### src/rtl/owtrs_pkg.sv
// Shared types, codes and the CRC-8 byte update for the one-wire temperature read sequencer.
// No dependencies.
package owtrs_pkg;

  typedef enum logic [3:0] {
    PH_IDLE  = 4'd0,
    PH_RST_A = 4'd1,
    PH_SEL_A = 4'd2,
    PH_CMD_A = 4'd3,
    PH_WAIT  = 4'd4,
    PH_RST_B = 4'd5,
    PH_SEL_B = 4'd6,
    PH_CMD_B = 4'd7,
    PH_READ  = 4'd8,
    PH_RST_C = 4'd9
  } phase_e;

  typedef enum logic [2:0] {
    OP_START = 3'd0,
    OP_RESET_DONE = 3'd1,
    OP_WRITE_DONE = 3'd2,
    OP_READ_DONE = 3'd3,
    OP_TICK = 3'd4
  } op_e;

  typedef enum logic [1:0] {
    REQ_RESET = 2'd0,
    REQ_WRITE = 2'd1,
    REQ_READ  = 2'd2,
    REQ_DONE  = 2'd3
  } request_e;

  typedef enum logic [1:0] {
    ST_OK          = 2'd0,
    ST_NO_PRESENCE = 2'd1,
    ST_ALL_ONES    = 2'd2,
    ST_CRC_ERROR   = 2'd3
  } status_e;

  typedef enum logic [1:0] {
    REG_SKIP_ROM   = 2'd0,
    REG_ROM_CODE   = 2'd1,
    REG_WAIT_TICKS = 2'd2
  } reg_index_e;

  localparam logic [7:0] CMD_SKIP_ROM  = 8'hCC;
  localparam logic [7:0] CMD_MATCH_ROM = 8'h55;
  localparam logic [7:0] CMD_CONVERT   = 8'h44;
  localparam logic [7:0] CMD_READ_PAD  = 8'hBE;
  localparam logic [7:0] BYTE_ALL_ONES = 8'hFF;
  localparam logic [7:0] CRC_POLY      = 8'h8C;
  localparam logic [3:0] ROM_BYTES     = 4'd8;
  localparam logic [3:0] PAD_BYTES     = 4'd9;
  localparam int         WAIT_W        = 20;
  localparam logic [WAIT_W-1:0] WAIT_RESET = 20'd750;

  // Reflected CRC-8, one data bit per step, LSB first.
  function automatic logic [7:0] crc8_byte(input logic [7:0] crc_in, input logic [7:0] data);
    logic [7:0] crc;
    logic       mix;
    crc = crc_in;
    for (int i = 0; i < 8; i++) begin
      mix = crc[0] ^ data[i];
      crc = crc >> 1;
      if (mix) crc = crc ^ CRC_POLY;
    end
    return crc;
  endfunction

endpackage

### src/rtl/one_wire_temperature_read_sequencer.sv
// One-wire temperature read sequencer: event in, bus request or done word out.
// Depends on owtrs_pkg.
//
// channel  dir  handshake          payload
// s_*      in   s_tvalid/s_tready  tuser: op[2:0]; tdata: presence[0] read_data[8:1]
// m_*      out  m_tvalid/m_tready  tuser: request[1:0]; tdata: write_data[7:0] status[9:8]
//                                         temperature_raw[25:10]
// apb      in   psel/penable       skip_rom @0x00, rom_code @0x08, wait_ticks @0x10
//
// One input word per cycle while s_tready is high; each word updates the sequence state in the cycle it is
// accepted and any result lands in the output register at that edge.
// s_tready drops only while the output register holds a word that m_tready refuses.
// Reset (rst_ni low, async) returns to idle with an empty output register and
// wait_ticks at 750.
module one_wire_temperature_read_sequencer (
  input  logic        clk_i,
  input  logic        rst_ni,
  input  logic        s_tvalid,
  output logic        s_tready,
  input  logic [2:0]  s_tuser,   // op[2:0]
  input  logic [15:0] s_tdata,   // presence[0], read_data[8:1]
  output logic        m_tvalid,
  input  logic        m_tready,
  output logic [1:0]  m_tuser,   // request[1:0]
  output logic [31:0] m_tdata,   // write_data[7:0], status[9:8], temperature_raw[25:10]
  input  logic        psel,
  input  logic        penable,
  input  logic        pwrite,
  input  logic [4:0]  paddr,
  input  logic [63:0] pwdata,
  output logic [63:0] prdata,
  output logic        pready
);

  localparam int WAIT_W = owtrs_pkg::WAIT_W;

  // configuration
  logic              skip_rom_q;
  logic [63:0]       rom_code_q;
  logic [WAIT_W-1:0] wait_ticks_q;
  logic              cfg_we;
  logic [1:0]        cfg_index;

  assign pready    = 1'b1;
  assign cfg_we    = psel && penable && pwrite && pready;
  assign cfg_index = paddr[4:3];

  always_ff @(posedge clk_i or negedge rst_ni) begin
    if (!rst_ni) begin
      skip_rom_q   <= 1'b0;
      rom_code_q   <= '0;
      wait_ticks_q <= owtrs_pkg::WAIT_RESET;
    end else if (cfg_we) begin
      unique case (cfg_index)
        owtrs_pkg::REG_SKIP_ROM:   skip_rom_q   <= pwdata[0];
        owtrs_pkg::REG_ROM_CODE:   rom_code_q   <= pwdata;
        owtrs_pkg::REG_WAIT_TICKS: wait_ticks_q <= pwdata[WAIT_W-1:0];
        default: ;
      endcase
    end
  end

  always_comb begin
    unique case (cfg_index)
      owtrs_pkg::REG_SKIP_ROM:   prdata = {63'd0, skip_rom_q};
      owtrs_pkg::REG_ROM_CODE:   prdata = rom_code_q;
      owtrs_pkg::REG_WAIT_TICKS: prdata = {{(64-WAIT_W){1'b0}}, wait_ticks_q};
      default:                   prdata = '0;
    endcase
  end

  // sequence state
  owtrs_pkg::phase_e phase_q, phase_d;
  logic [3:0]        byte_index_q, byte_index_d;
  logic [7:0]        crc_acc_q, crc_acc_d;
  logic              all_ones_q, all_ones_d;
  logic [7:0]        temp_lo_q, temp_lo_d;
  logic [7:0]        temp_hi_q, temp_hi_d;
  logic [WAIT_W-1:0] wait_count_q, wait_count_d;

  // output register
  logic        out_valid_q;
  logic [31:0] out_data_q, out_data_d;
  logic [1:0]  out_user_q, out_user_d;
  logic        res_valid;
  owtrs_pkg::request_e res_request;
  logic [7:0]  res_write_data;
  owtrs_pkg::status_e  res_status;
  logic [15:0] res_temp;

  logic        in_acc;
  logic [2:0]  in_op;
  logic        in_presence;
  logic [7:0]  in_read_data;
  logic [3:0]  index_inc;
  logic [WAIT_W-1:0] wait_inc;
  logic [7:0]  rom_byte;

  assign s_tready     = !out_valid_q || m_tready;
  assign in_acc       = s_tvalid && s_tready;
  assign in_op        = s_tuser;
  assign in_presence  = s_tdata[0];
  assign in_read_data = s_tdata[8:1];
  assign index_inc    = byte_index_q + 4'd1;
  assign wait_inc     = wait_count_q + {{(WAIT_W-1){1'b0}}, 1'b1};
  assign rom_byte     = rom_code_q[{byte_index_q[2:0], 3'b000} +: 8];

  always_comb begin
    phase_d        = phase_q;
    byte_index_d   = byte_index_q;
    crc_acc_d      = crc_acc_q;
    all_ones_d     = all_ones_q;
    temp_lo_d      = temp_lo_q;
    temp_hi_d      = temp_hi_q;
    wait_count_d   = wait_count_q;
    res_valid      = 1'b0;
    res_request    = owtrs_pkg::REQ_RESET;
    res_write_data = 8'd0;
    res_status     = owtrs_pkg::ST_OK;
    res_temp       = 16'd0;

    unique case (phase_q)
      owtrs_pkg::PH_IDLE: begin
        if (in_op == owtrs_pkg::OP_START) begin
          phase_d     = owtrs_pkg::PH_RST_A;
          res_valid   = 1'b1;
          res_request = owtrs_pkg::REQ_RESET;
        end
      end
      owtrs_pkg::PH_RST_A, owtrs_pkg::PH_RST_B: begin
        if (in_op == owtrs_pkg::OP_RESET_DONE) begin
          res_valid   = 1'b1;
          res_request = owtrs_pkg::REQ_WRITE;
          if (!in_presence) begin
            phase_d     = owtrs_pkg::PH_IDLE;
            res_request = owtrs_pkg::REQ_DONE;
            res_status  = owtrs_pkg::ST_NO_PRESENCE;
          end else begin
            phase_d = (phase_q == owtrs_pkg::PH_RST_A) ? owtrs_pkg::PH_SEL_A
                                                       : owtrs_pkg::PH_SEL_B;
            // skip mode jumps straight past the ROM bytes
            if (skip_rom_q) begin
              byte_index_d   = owtrs_pkg::ROM_BYTES;
              res_write_data = owtrs_pkg::CMD_SKIP_ROM;
            end else begin
              byte_index_d   = 4'd0;
              res_write_data = owtrs_pkg::CMD_MATCH_ROM;
            end
          end
        end
      end
      owtrs_pkg::PH_SEL_A, owtrs_pkg::PH_SEL_B: begin
        if (in_op == owtrs_pkg::OP_WRITE_DONE) begin
          res_valid   = 1'b1;
          res_request = owtrs_pkg::REQ_WRITE;
          if (byte_index_q >= owtrs_pkg::ROM_BYTES) begin
            if (phase_q == owtrs_pkg::PH_SEL_A) begin
              phase_d        = owtrs_pkg::PH_CMD_A;
              res_write_data = owtrs_pkg::CMD_CONVERT;
            end else begin
              phase_d        = owtrs_pkg::PH_CMD_B;
              res_write_data = owtrs_pkg::CMD_READ_PAD;
            end
          end else begin
            byte_index_d   = index_inc;
            res_write_data = rom_byte;
          end
        end
      end
      owtrs_pkg::PH_CMD_A: begin
        if (in_op == owtrs_pkg::OP_WRITE_DONE) begin
          phase_d      = owtrs_pkg::PH_WAIT;
          wait_count_d = '0;
        end
      end
      owtrs_pkg::PH_WAIT: begin
        if (in_op == owtrs_pkg::OP_TICK) begin
          wait_count_d = wait_inc;
          if (wait_inc >= wait_ticks_q) begin
            phase_d     = owtrs_pkg::PH_RST_B;
            res_valid   = 1'b1;
            res_request = owtrs_pkg::REQ_RESET;
          end
        end
      end
      owtrs_pkg::PH_CMD_B: begin
        if (in_op == owtrs_pkg::OP_WRITE_DONE) begin
          phase_d      = owtrs_pkg::PH_READ;
          byte_index_d = 4'd0;
          crc_acc_d    = 8'd0;
          all_ones_d   = 1'b1;
          temp_lo_d    = 8'd0;
          temp_hi_d    = 8'd0;
          res_valid    = 1'b1;
          res_request  = owtrs_pkg::REQ_READ;
        end
      end
      owtrs_pkg::PH_READ: begin
        if (in_op == owtrs_pkg::OP_READ_DONE) begin
          if (in_read_data != owtrs_pkg::BYTE_ALL_ONES) all_ones_d = 1'b0;
          if (byte_index_q == 4'd0) temp_lo_d = in_read_data;
          if (byte_index_q == 4'd1) temp_hi_d = in_read_data;
          // CRC byte folds in by xor: zero left means match
          if (byte_index_q < owtrs_pkg::ROM_BYTES) begin
            crc_acc_d = owtrs_pkg::crc8_byte(crc_acc_q, in_read_data);
          end else begin
            crc_acc_d = crc_acc_q ^ in_read_data;
          end
          byte_index_d = index_inc;
          res_valid    = 1'b1;
          if (index_inc >= owtrs_pkg::PAD_BYTES) begin
            phase_d     = owtrs_pkg::PH_RST_C;
            res_request = owtrs_pkg::REQ_RESET;
          end else begin
            res_request = owtrs_pkg::REQ_READ;
          end
        end
      end
      owtrs_pkg::PH_RST_C: begin
        if (in_op == owtrs_pkg::OP_RESET_DONE) begin
          phase_d     = owtrs_pkg::PH_IDLE;
          res_valid   = 1'b1;
          res_request = owtrs_pkg::REQ_DONE;
          priority if (!in_presence) begin
            res_status = owtrs_pkg::ST_NO_PRESENCE;
          end else if (all_ones_q) begin
            res_status = owtrs_pkg::ST_ALL_ONES;
          end else if (crc_acc_q != 8'd0) begin
            res_status = owtrs_pkg::ST_CRC_ERROR;
          end else begin
            res_status = owtrs_pkg::ST_OK;
            res_temp   = {temp_hi_q, temp_lo_q};
          end
        end
      end
      default: begin
        phase_d = owtrs_pkg::PH_IDLE;
      end
    endcase

    out_data_d = {6'd0, res_temp, res_status, res_write_data};
    out_user_d = res_request;
  end

  always_ff @(posedge clk_i or negedge rst_ni) begin
    if (!rst_ni) begin
      phase_q      <= owtrs_pkg::PH_IDLE;
      byte_index_q <= 4'd0;
      crc_acc_q    <= 8'd0;
      all_ones_q   <= 1'b1;
      temp_lo_q    <= 8'd0;
      temp_hi_q    <= 8'd0;
      wait_count_q <= '0;
      out_valid_q  <= 1'b0;
    end else begin
      if (in_acc) begin
        phase_q      <= phase_d;
        byte_index_q <= byte_index_d;
        crc_acc_q    <= crc_acc_d;
        all_ones_q   <= all_ones_d;
        temp_lo_q    <= temp_lo_d;
        temp_hi_q    <= temp_hi_d;
        wait_count_q <= wait_count_d;
      end
      if (in_acc) begin
        out_valid_q <= res_valid;
      end else if (m_tready) begin
        out_valid_q <= 1'b0;
      end
    end
  end

  // payload holds while a word waits
  always_ff @(posedge clk_i) begin
    if (in_acc && res_valid) begin
      out_data_q <= out_data_d;
      out_user_q <= out_user_d;
    end
  end

  assign m_tvalid = out_valid_q;
  assign m_tdata  = out_data_q;
  assign m_tuser  = out_user_q;

  a_ready_only_stalls: assert property (@(posedge clk_i) disable iff (!rst_ni)
    !s_tready |-> (out_valid_q && !m_tready))
    else $error("input stalled without a blocked output word");

  a_read_index_bound: assert property (@(posedge clk_i) disable iff (!rst_ni)
    (phase_q == owtrs_pkg::PH_READ) |-> (byte_index_q < owtrs_pkg::PAD_BYTES))
    else $error("scratchpad index past last byte in read phase");

  a_done_goes_idle: assert property (@(posedge clk_i) disable iff (!rst_ni)
    (in_acc && res_valid && res_request == owtrs_pkg::REQ_DONE)
      |=> (phase_q == owtrs_pkg::PH_IDLE && out_valid_q))
    else $error("done word without return to idle");

  a_temp_only_ok: assert property (@(posedge clk_i) disable iff (!rst_ni)
    (out_valid_q && out_data_q[25:10] != 16'd0)
      |-> (out_user_q == owtrs_pkg::REQ_DONE && out_data_q[9:8] == owtrs_pkg::ST_OK))
    else $error("temperature reported outside a good done word");

endmodule

### config.mk
export PLATFORM = sky130hd
export DESIGN_NAME = one_wire_temperature_read_sequencer
export DESIGN_NICKNAME = d
export VERILOG_FILES = /design/src/rtl/owtrs_pkg.sv /design/src/rtl/one_wire_temperature_read_sequencer.sv
export SDC_FILE = /design/constraint.sdc
export NUM_CORES = 1
export LEC_CHECK = 0
export BUFFER_PORTS_ARGS = -buffer_cell sky130_fd_sc_hd__buf_2
export CORE_UTILIZATION = 33
export DETAILED_ROUTE_END_ITERATION = 8
export GPL_ROUTABILITY_DRIVEN = 1
export PLACE_DENSITY_LB_ADDON = 0.05
export SETUP_SLACK_MARGIN = 0.5
export SYNTH_ARGS = -nofsm -noshare
export SYNTH_HDL_FRONTEND = slang
export SYNTH_SLANG_ARGS = --single-unit
### constraint.sdc
create_clock -name clk_i -period 6.8 [get_ports clk_i]
set_input_delay 2.04 -clock clk_i [delete_from_list [all_inputs] [get_ports clk_i]]
set_output_delay 2.04 -clock clk_i [all_outputs]
set_load 0.02 [all_outputs]
==> results of run 1 <==
==> stage by stage <==
step / total power [uW] / hold slack, ns / worst slack [ns] / instances / instance area (um2)
after global routing: 3340 / 0.490 / 1.17 / 1383 / 11000
after floorplan: 1920 / 0.449 / 1.76 / 841 / 9220
final: 3140 / 0.474 / 1.31 / 1385 / 11000
after detailed placement: 2210 / 0.467 / 1.30 / 1350 / 10500
after global placement: 2210 / 0.460 / 1.28 / 1350 / 10500
after CTS: 3200 / 0.482 / 1.29 / 1382 / 11000
==> metal layers <==
metal	track usage	part of all wire	up-vias
li1	-	-	3309
met2	0.307	0.49	129
met3	0.0468	0.050	14
met1	0.239	0.46	3315
met5	0	0.00072	-
met4	0.0333	0.0058	4
==> cell type report <==
class	count	area [um2]
inverters	26	97.6
fillers	2733	16100
well taps	372	465
multi-input cells	595	4570
clock buffers	17	425
clock inverters	15	158
diodes	3	7.51
repair buffers	190	987
flip-flops and latches	167	4330
==> synthesized netlist by cell type, types with 13 or more instances <==
cell type / count / area (um2)
mux2_2: 67 / 754
edfxtp_1: 28 / 841
and2_1: 70 / 438
a21oi_1: 23 / 115
nor2_1: 27 / 101
mux2_1: 16 / 180
clkbuf_1: 32 / 120
nand3_1: 13 / 65.1
xnor2_1: 26 / 228
mux4_2: 16 / 360
o21ai_0: 67 / 335
nand2_1: 56 / 210
a22o_1: 31 / 272
dfrtp_1: 131 / 3280
inv_1: 26 / 97.6
ha_1: 25 / 313
nor2b_1: 16 / 100
==> sequential cells by signal, summed over array words and instances (netlist names) <==
| register | count |
|---|---|
| skip_rom_q | 1 |
| m_tuser | 2 |
| wait_ticks_q | 20 |
| wait_count_q | 20 |
| m_tdata | 26 |
| temp_hi_q | 8 |
| phase_q | 4 |
| m_tvalid | 1 |
| temp_lo_q | 8 |
| all_ones_q | 1 |
| byte_index_q | 4 |
| rom_code_q | 64 |
| crc_acc_q | 8 |
==> how the worst max path moves through the flow <==
| stage | to | slack (ns) | cells past startpoint |
|---|---|---|---|
| after floorplan | prdata[10] | 1.76 | 4 |
| final | prdata[27] | 1.31 | 5 |
| after global placement | prdata[27] | 1.28 | 5 |
| after global routing | prdata[49] | 1.17 | 5 |
| after CTS | prdata[27] | 1.29 | 5 |
| after detailed placement | prdata[27] | 1.30 | 5 |
==> logic make-up after synthesis <==
logic type / after synthesis / share of synthesized area
fa+ha+maj: 25 / 0.0340
flops: 167 / 0.470
buf+inv: 79 / 0.0378
xor+xnor: 40 / 0.0405
compound gates: 173 / 0.120
simple gates: 244 / 0.148
mux: 106 / 0.148
other cells: 2 / 0.000816
==> power breakdown <==
group / leakage (uW) / total [uW] / internal (uW) / switching (uW)
sequential: 0.00203 / 1360 / 1180 / 182
clock: 0.000287 / 964 / 492 / 472
combinational: 0.00271 / 817 / 381 / 436
==> flow_summary_export.csv, run 1 <==
group,metric,value,unit
floorplanning,die_area,0.0286,mm2
global_route,overflow,0,
min_path,hp-class,"flip-flop to flip-flop",
clocking,cts_max_level,4,
timing,slew_headroom,0.209,
yosys,syn_area,0.00921,mm2
route,vias,6771,
layout,layout-drive-gt1-share,0.323,
timing,period_needed,5.49,ns
layout,nNetsFinal,1117,
timing,finalMaxSlewViolations,0,
timing,tightest_slew,1.18,ns
timing,hold_viol_final,0,
worst_setup_path,reg2reg_depth,14,
run,drv_cap,0,
layout,post-route-util,0.406,
timing,setup_viol,0,
worst_setup_path,cp_data_arrival_time,3.45,ns
global_route,grt_start_max_net_pins,58,
clocking,cts_resized,0,
clocking,cts_tree,"built",
route,finalWirelength,25200,um
outcome,status,"complete, no violations",
worst_setup_path,crit_family,"simple AND/OR/NAND/NOR gates",
timing,clock.fmax,0.182,GHz
worst_setup_path,path_class,"input pin to output pin",
yosys,synthArstFlopShare,0.832,
yosys,ys_seq_elements,167,
placed_design,dp_hpwl,18300,um
global_route,antenna_found_initial,5,
route,wl_per_cell,18.2,um
power,p_leak,0.00503,uW
route,antenna_left,0,
worst_setup_path,cp_num_buf_inv,3,
yosys,yosysWarnings,0,
route,vias_per_cell,4.89,
worst_setup_path,cp_slowest_cell,"nor2b_4",
yosys,synth_flop_cell,"dfrtp_1",
yosys,synth-edff-count,28,
yosys,syn_inst,836,
worst_setup_path,worst_setup_path_end_kind,"output pin",
timing,rsz0062_at_grt,"no",
route,drc_errors,0,
worst_setup_path,rr_endpoint,"m_tdata[20]",
worst_setup_path,cp_common_cell,"buf_2",
yosys,synth_seq_area_share,0.470,
worst_setup_path,cp-start-kind,"input pin",
floorplanning,initial_core_util,0.339,
clocking,root_buffer,"clkbuf_16",
worst_setup_path,worstPathMaxFanout,29,
min_path,min_from,"temp_lo_q[5]",
clocking,clk_latency,0.43,ns
power,p_per_area,285,mW/mm2
floorplanning,core_area,0.0272,mm2
global_route,grt_pass1_wl,39800,um
layout,final_common_cell,"buf_2",
yosys,syn_avg_cell_area,11.0,um2
worst_setup_path,r2r_slack,2.64,ns
worst_setup_path,startpoint,"paddr[3]",
layout,final_cell_mix,"buf_2, dfrtp_1, and2_1",
route,drtIter0Drc,484,
worst_setup_path,cp_slowest_stage_delay,0.59,ns
floorplanning,die_height,169,um
floorplanning,fp-row-count,60,
worst_setup_path,r2r-start,"wait_count_q[2]",
floorplanning,die_w,169,um
timing,tns,0,ns
clocking,cts_sinks,167,
clocking,numCtsBuffers,17,
floorplanning,io_pins,196,
timing,fin_crit_sh,0.807,
global_route,first_global_vias,6849,
power,irDropWorstVdd,0.000113,V
layout,syn2layout_area_growth,20.0,%
clocking,cts_hold_repair.buffers,0,
route,drt_pass1_iterations,4,
yosys,synthDistinctLibCells,58,
placed_design,gp_congestion,0.763,
placed_design,place.port_buffers,178,
clocking,post_cts_buffers,0,
min_path,min_to,"temp_lo_q[5]",
clocking,clkSlewWorstSetupHoldPaths,0.07,ns
worst_setup_path,crit_chain,"buf_2 -> nor2b_4 -> buf_4 -> and2_1 -> buf_2",
min_path,min_delay_path_depth,1,
clocking,cts.path.max_buffers,2,
global_route,grt_use_total,0.183,
worst_setup_path,required,4.76,ns
timing,fin_worst_skew,0.0148,ns
Power figures use the tool's default switching activity.
==> run 2: changes to the inputs <==
- clock period: 6.8 -> 5.51 ns (I/O delays scaled with it)
==> flow_summary_export.csv, run 2 (synthesized netlist as in run 1, its figures left out) <==
group,metric,value,unit
clocking,cts_tree,"built",
route,wl_met2,12300,um
global_route,grt_use_total,0.183,
route,vias,6784,
route,top_layer_used,"met5",
outcome,status,"complete, no violations",
clocking,cts_resized,0,
layout,multiInputGateArea,0.00457,mm2
global_route,overflow,0,
timing,finalMaxSlewViolations,0,
clocking,cts_sinks,167,
placed_design,gp_congestion,0.754,
global_route,grt_start_max_net_pins,93,
layout,final_area,0.0111,mm2
worst_setup_path,crit_cells,5,
floorplanning,die_w,169,um
worst_setup_path,cp_slowest_stage_delay,0.49,ns
clocking,cts_max_level,4,
layout,syn2layout_area_growth,20.0,%
min_path,min_delay_path_depth,1,
clocking,post_cts_buffers,0,
route,drtIter0Drc,401,
worst_setup_path,path_class,"input pin to output pin",
worst_setup_path,cp-start-kind,"input pin",
layout,final_cell_mix,"buf_2, dfrtp_1, and2_1",
clocking,clkSlewWorstSetupHoldPaths,0.06,ns
route,wl_per_cell,18.2,um
global_route,antenna_found_initial,3,
floorplanning,die_area,0.0286,mm2
run,drv_cap,0,
placed_design,dp_hpwl,18400,um
clocking,clk_latency,0.42,ns
route,drt_pass1_iterations,5,
layout,ff_latch_area,0.00433,mm2
worst_setup_path,cp_slowest_cell,"nor2b_4",
route,vias_per_cell,4.91,
floorplanning,core_area,0.0272,mm2
layout,post-route-util,0.407,
global_route,first_global_vias,6876,
layout,nNetsFinal,1117,
worst_setup_path,r2r_slack,1.34,ns
layout,nFillCells,2748,
power,p_leak,0.00503,uW
worst_setup_path,cp_data_arrival_time,2.96,ns
route,wl_met1,11700,um
worst_setup_path,crit_family,"buffers and inverters",
clocking,cts_hold_repair.buffers,0,
worst_setup_path,cp_num_buf_inv,3,
worst_setup_path,cp_common_cell,"buf_2",
timing,fin_crit_sh,0.837,
timing,tns,0,ns
power,p_per_area,353,mW/mm2
min_path,hp-class,"flip-flop to flip-flop",
timing,period_needed,4.61,ns
timing,fin_worst_skew,0.0121,ns
timing,tightest_slew,1.15,ns
placed_design,place.port_buffers,178,
route,wl_met3,941,um
floorplanning,die_height,169,um
timing,setup_viol,0,
worst_setup_path,worst_setup_path_end_kind,"output pin",
layout,largest_register_ffs,64,
floorplanning,fp-row-count,60,
power,irDropWorstVdd,0.000157,V
placed_design,placed_area,0.0105,mm2
timing,finalWorstSetupSlack,0.899,ns
placed_design,place_ws,0.896,ns
clocking,root_buffer,"clkbuf_16",
timing,rsz0062_at_grt,"no",
timing,clock.fmax,0.217,GHz
layout,final_common_cell,"buf_2",
route,antenna_left,0,
timing,slew_headroom,0.230,
layout,largest-register,"rom_code_q",
worst_setup_path,reg2reg_depth,14,
global_route,grt_pass1_wl,39800,um
clocking,numCtsBuffers,17,
route,finalWirelength,25200,um
layout,layout-drive-gt1-share,0.322,
floorplanning,io_pins,196,
worst_setup_path,required,3.86,ns
timing,holdWs,0.478,ns
worst_setup_path,worstPathMaxFanout,22,
floorplanning,initial_core_util,0.339,
clocking,cts.path.max_buffers,2,
timing,hold_viol_final,0,
worst_setup_path,crit_chain,"buf_2 -> nor2b_4 -> buf_4 -> a22o_1 -> buf_2",
route,drc_errors,0,
-- run 2: changes by cell type in the layout (fill, tap and decap cells not counted), sizes merged --
cell      change
inv           -3
clkinv        -4
diode         -2
bufinv        +1
clkbuf        +4
clkinvlp      +2
-- run 2: final cells by class --
cell class	count	area share
Antenna cell	1	0.000226
Clock buffer	21	0.0426
Clock inverter	11	0.0103
Inverter	26	0.00883
Multi-Input combinational cell	595	0.414
Sequential cell	167	0.392
Tap cell	372	0.0421
Timing Repair Buffer	190	0.0905
-- run 2: worst paths after layout --
path,from,to
hold reg to reg,temp_lo_q[7],temp_lo_q[7]
setup / recovery,paddr[3],prdata[12]
setup reg to reg,wait_count_q[2],m_tdata[3]
max in group asynchronous,rst_ni,all_ones_q
min in group asynchronous,rst_ni,rom_code_q[45]
hold / removal,temp_lo_q[7],temp_lo_q[7]
-- run 2: report_power, final --
part / total (uW) / switching [uW] / internal (uW)
clock network: 1200 / 532 / 670
logic: 1010 / 543 / 471
registers: 1680 / 222 / 1460
-- run 2: through the flow --
| stage | instances | total power [uW] |
|---|---|---|
| 2_1_floorplan | 841 | 2370 |
| 3_3_place_gp | 1350 | 2730 |
| 3_5_place_dp | 1350 | 2730 |
| 4_1_cts | 1382 | 3950 |
| 5_1_grt | 1382 | 4130 |
| 6_report | 1383 | 3900 |
-- run 2: metal layers --
layer	up-vias	GRT usage
met1	3357	0.243
met3	12	0.0388
li1	3300	-
met4	4	0.0431
met2	111	0.303
met5	-	0
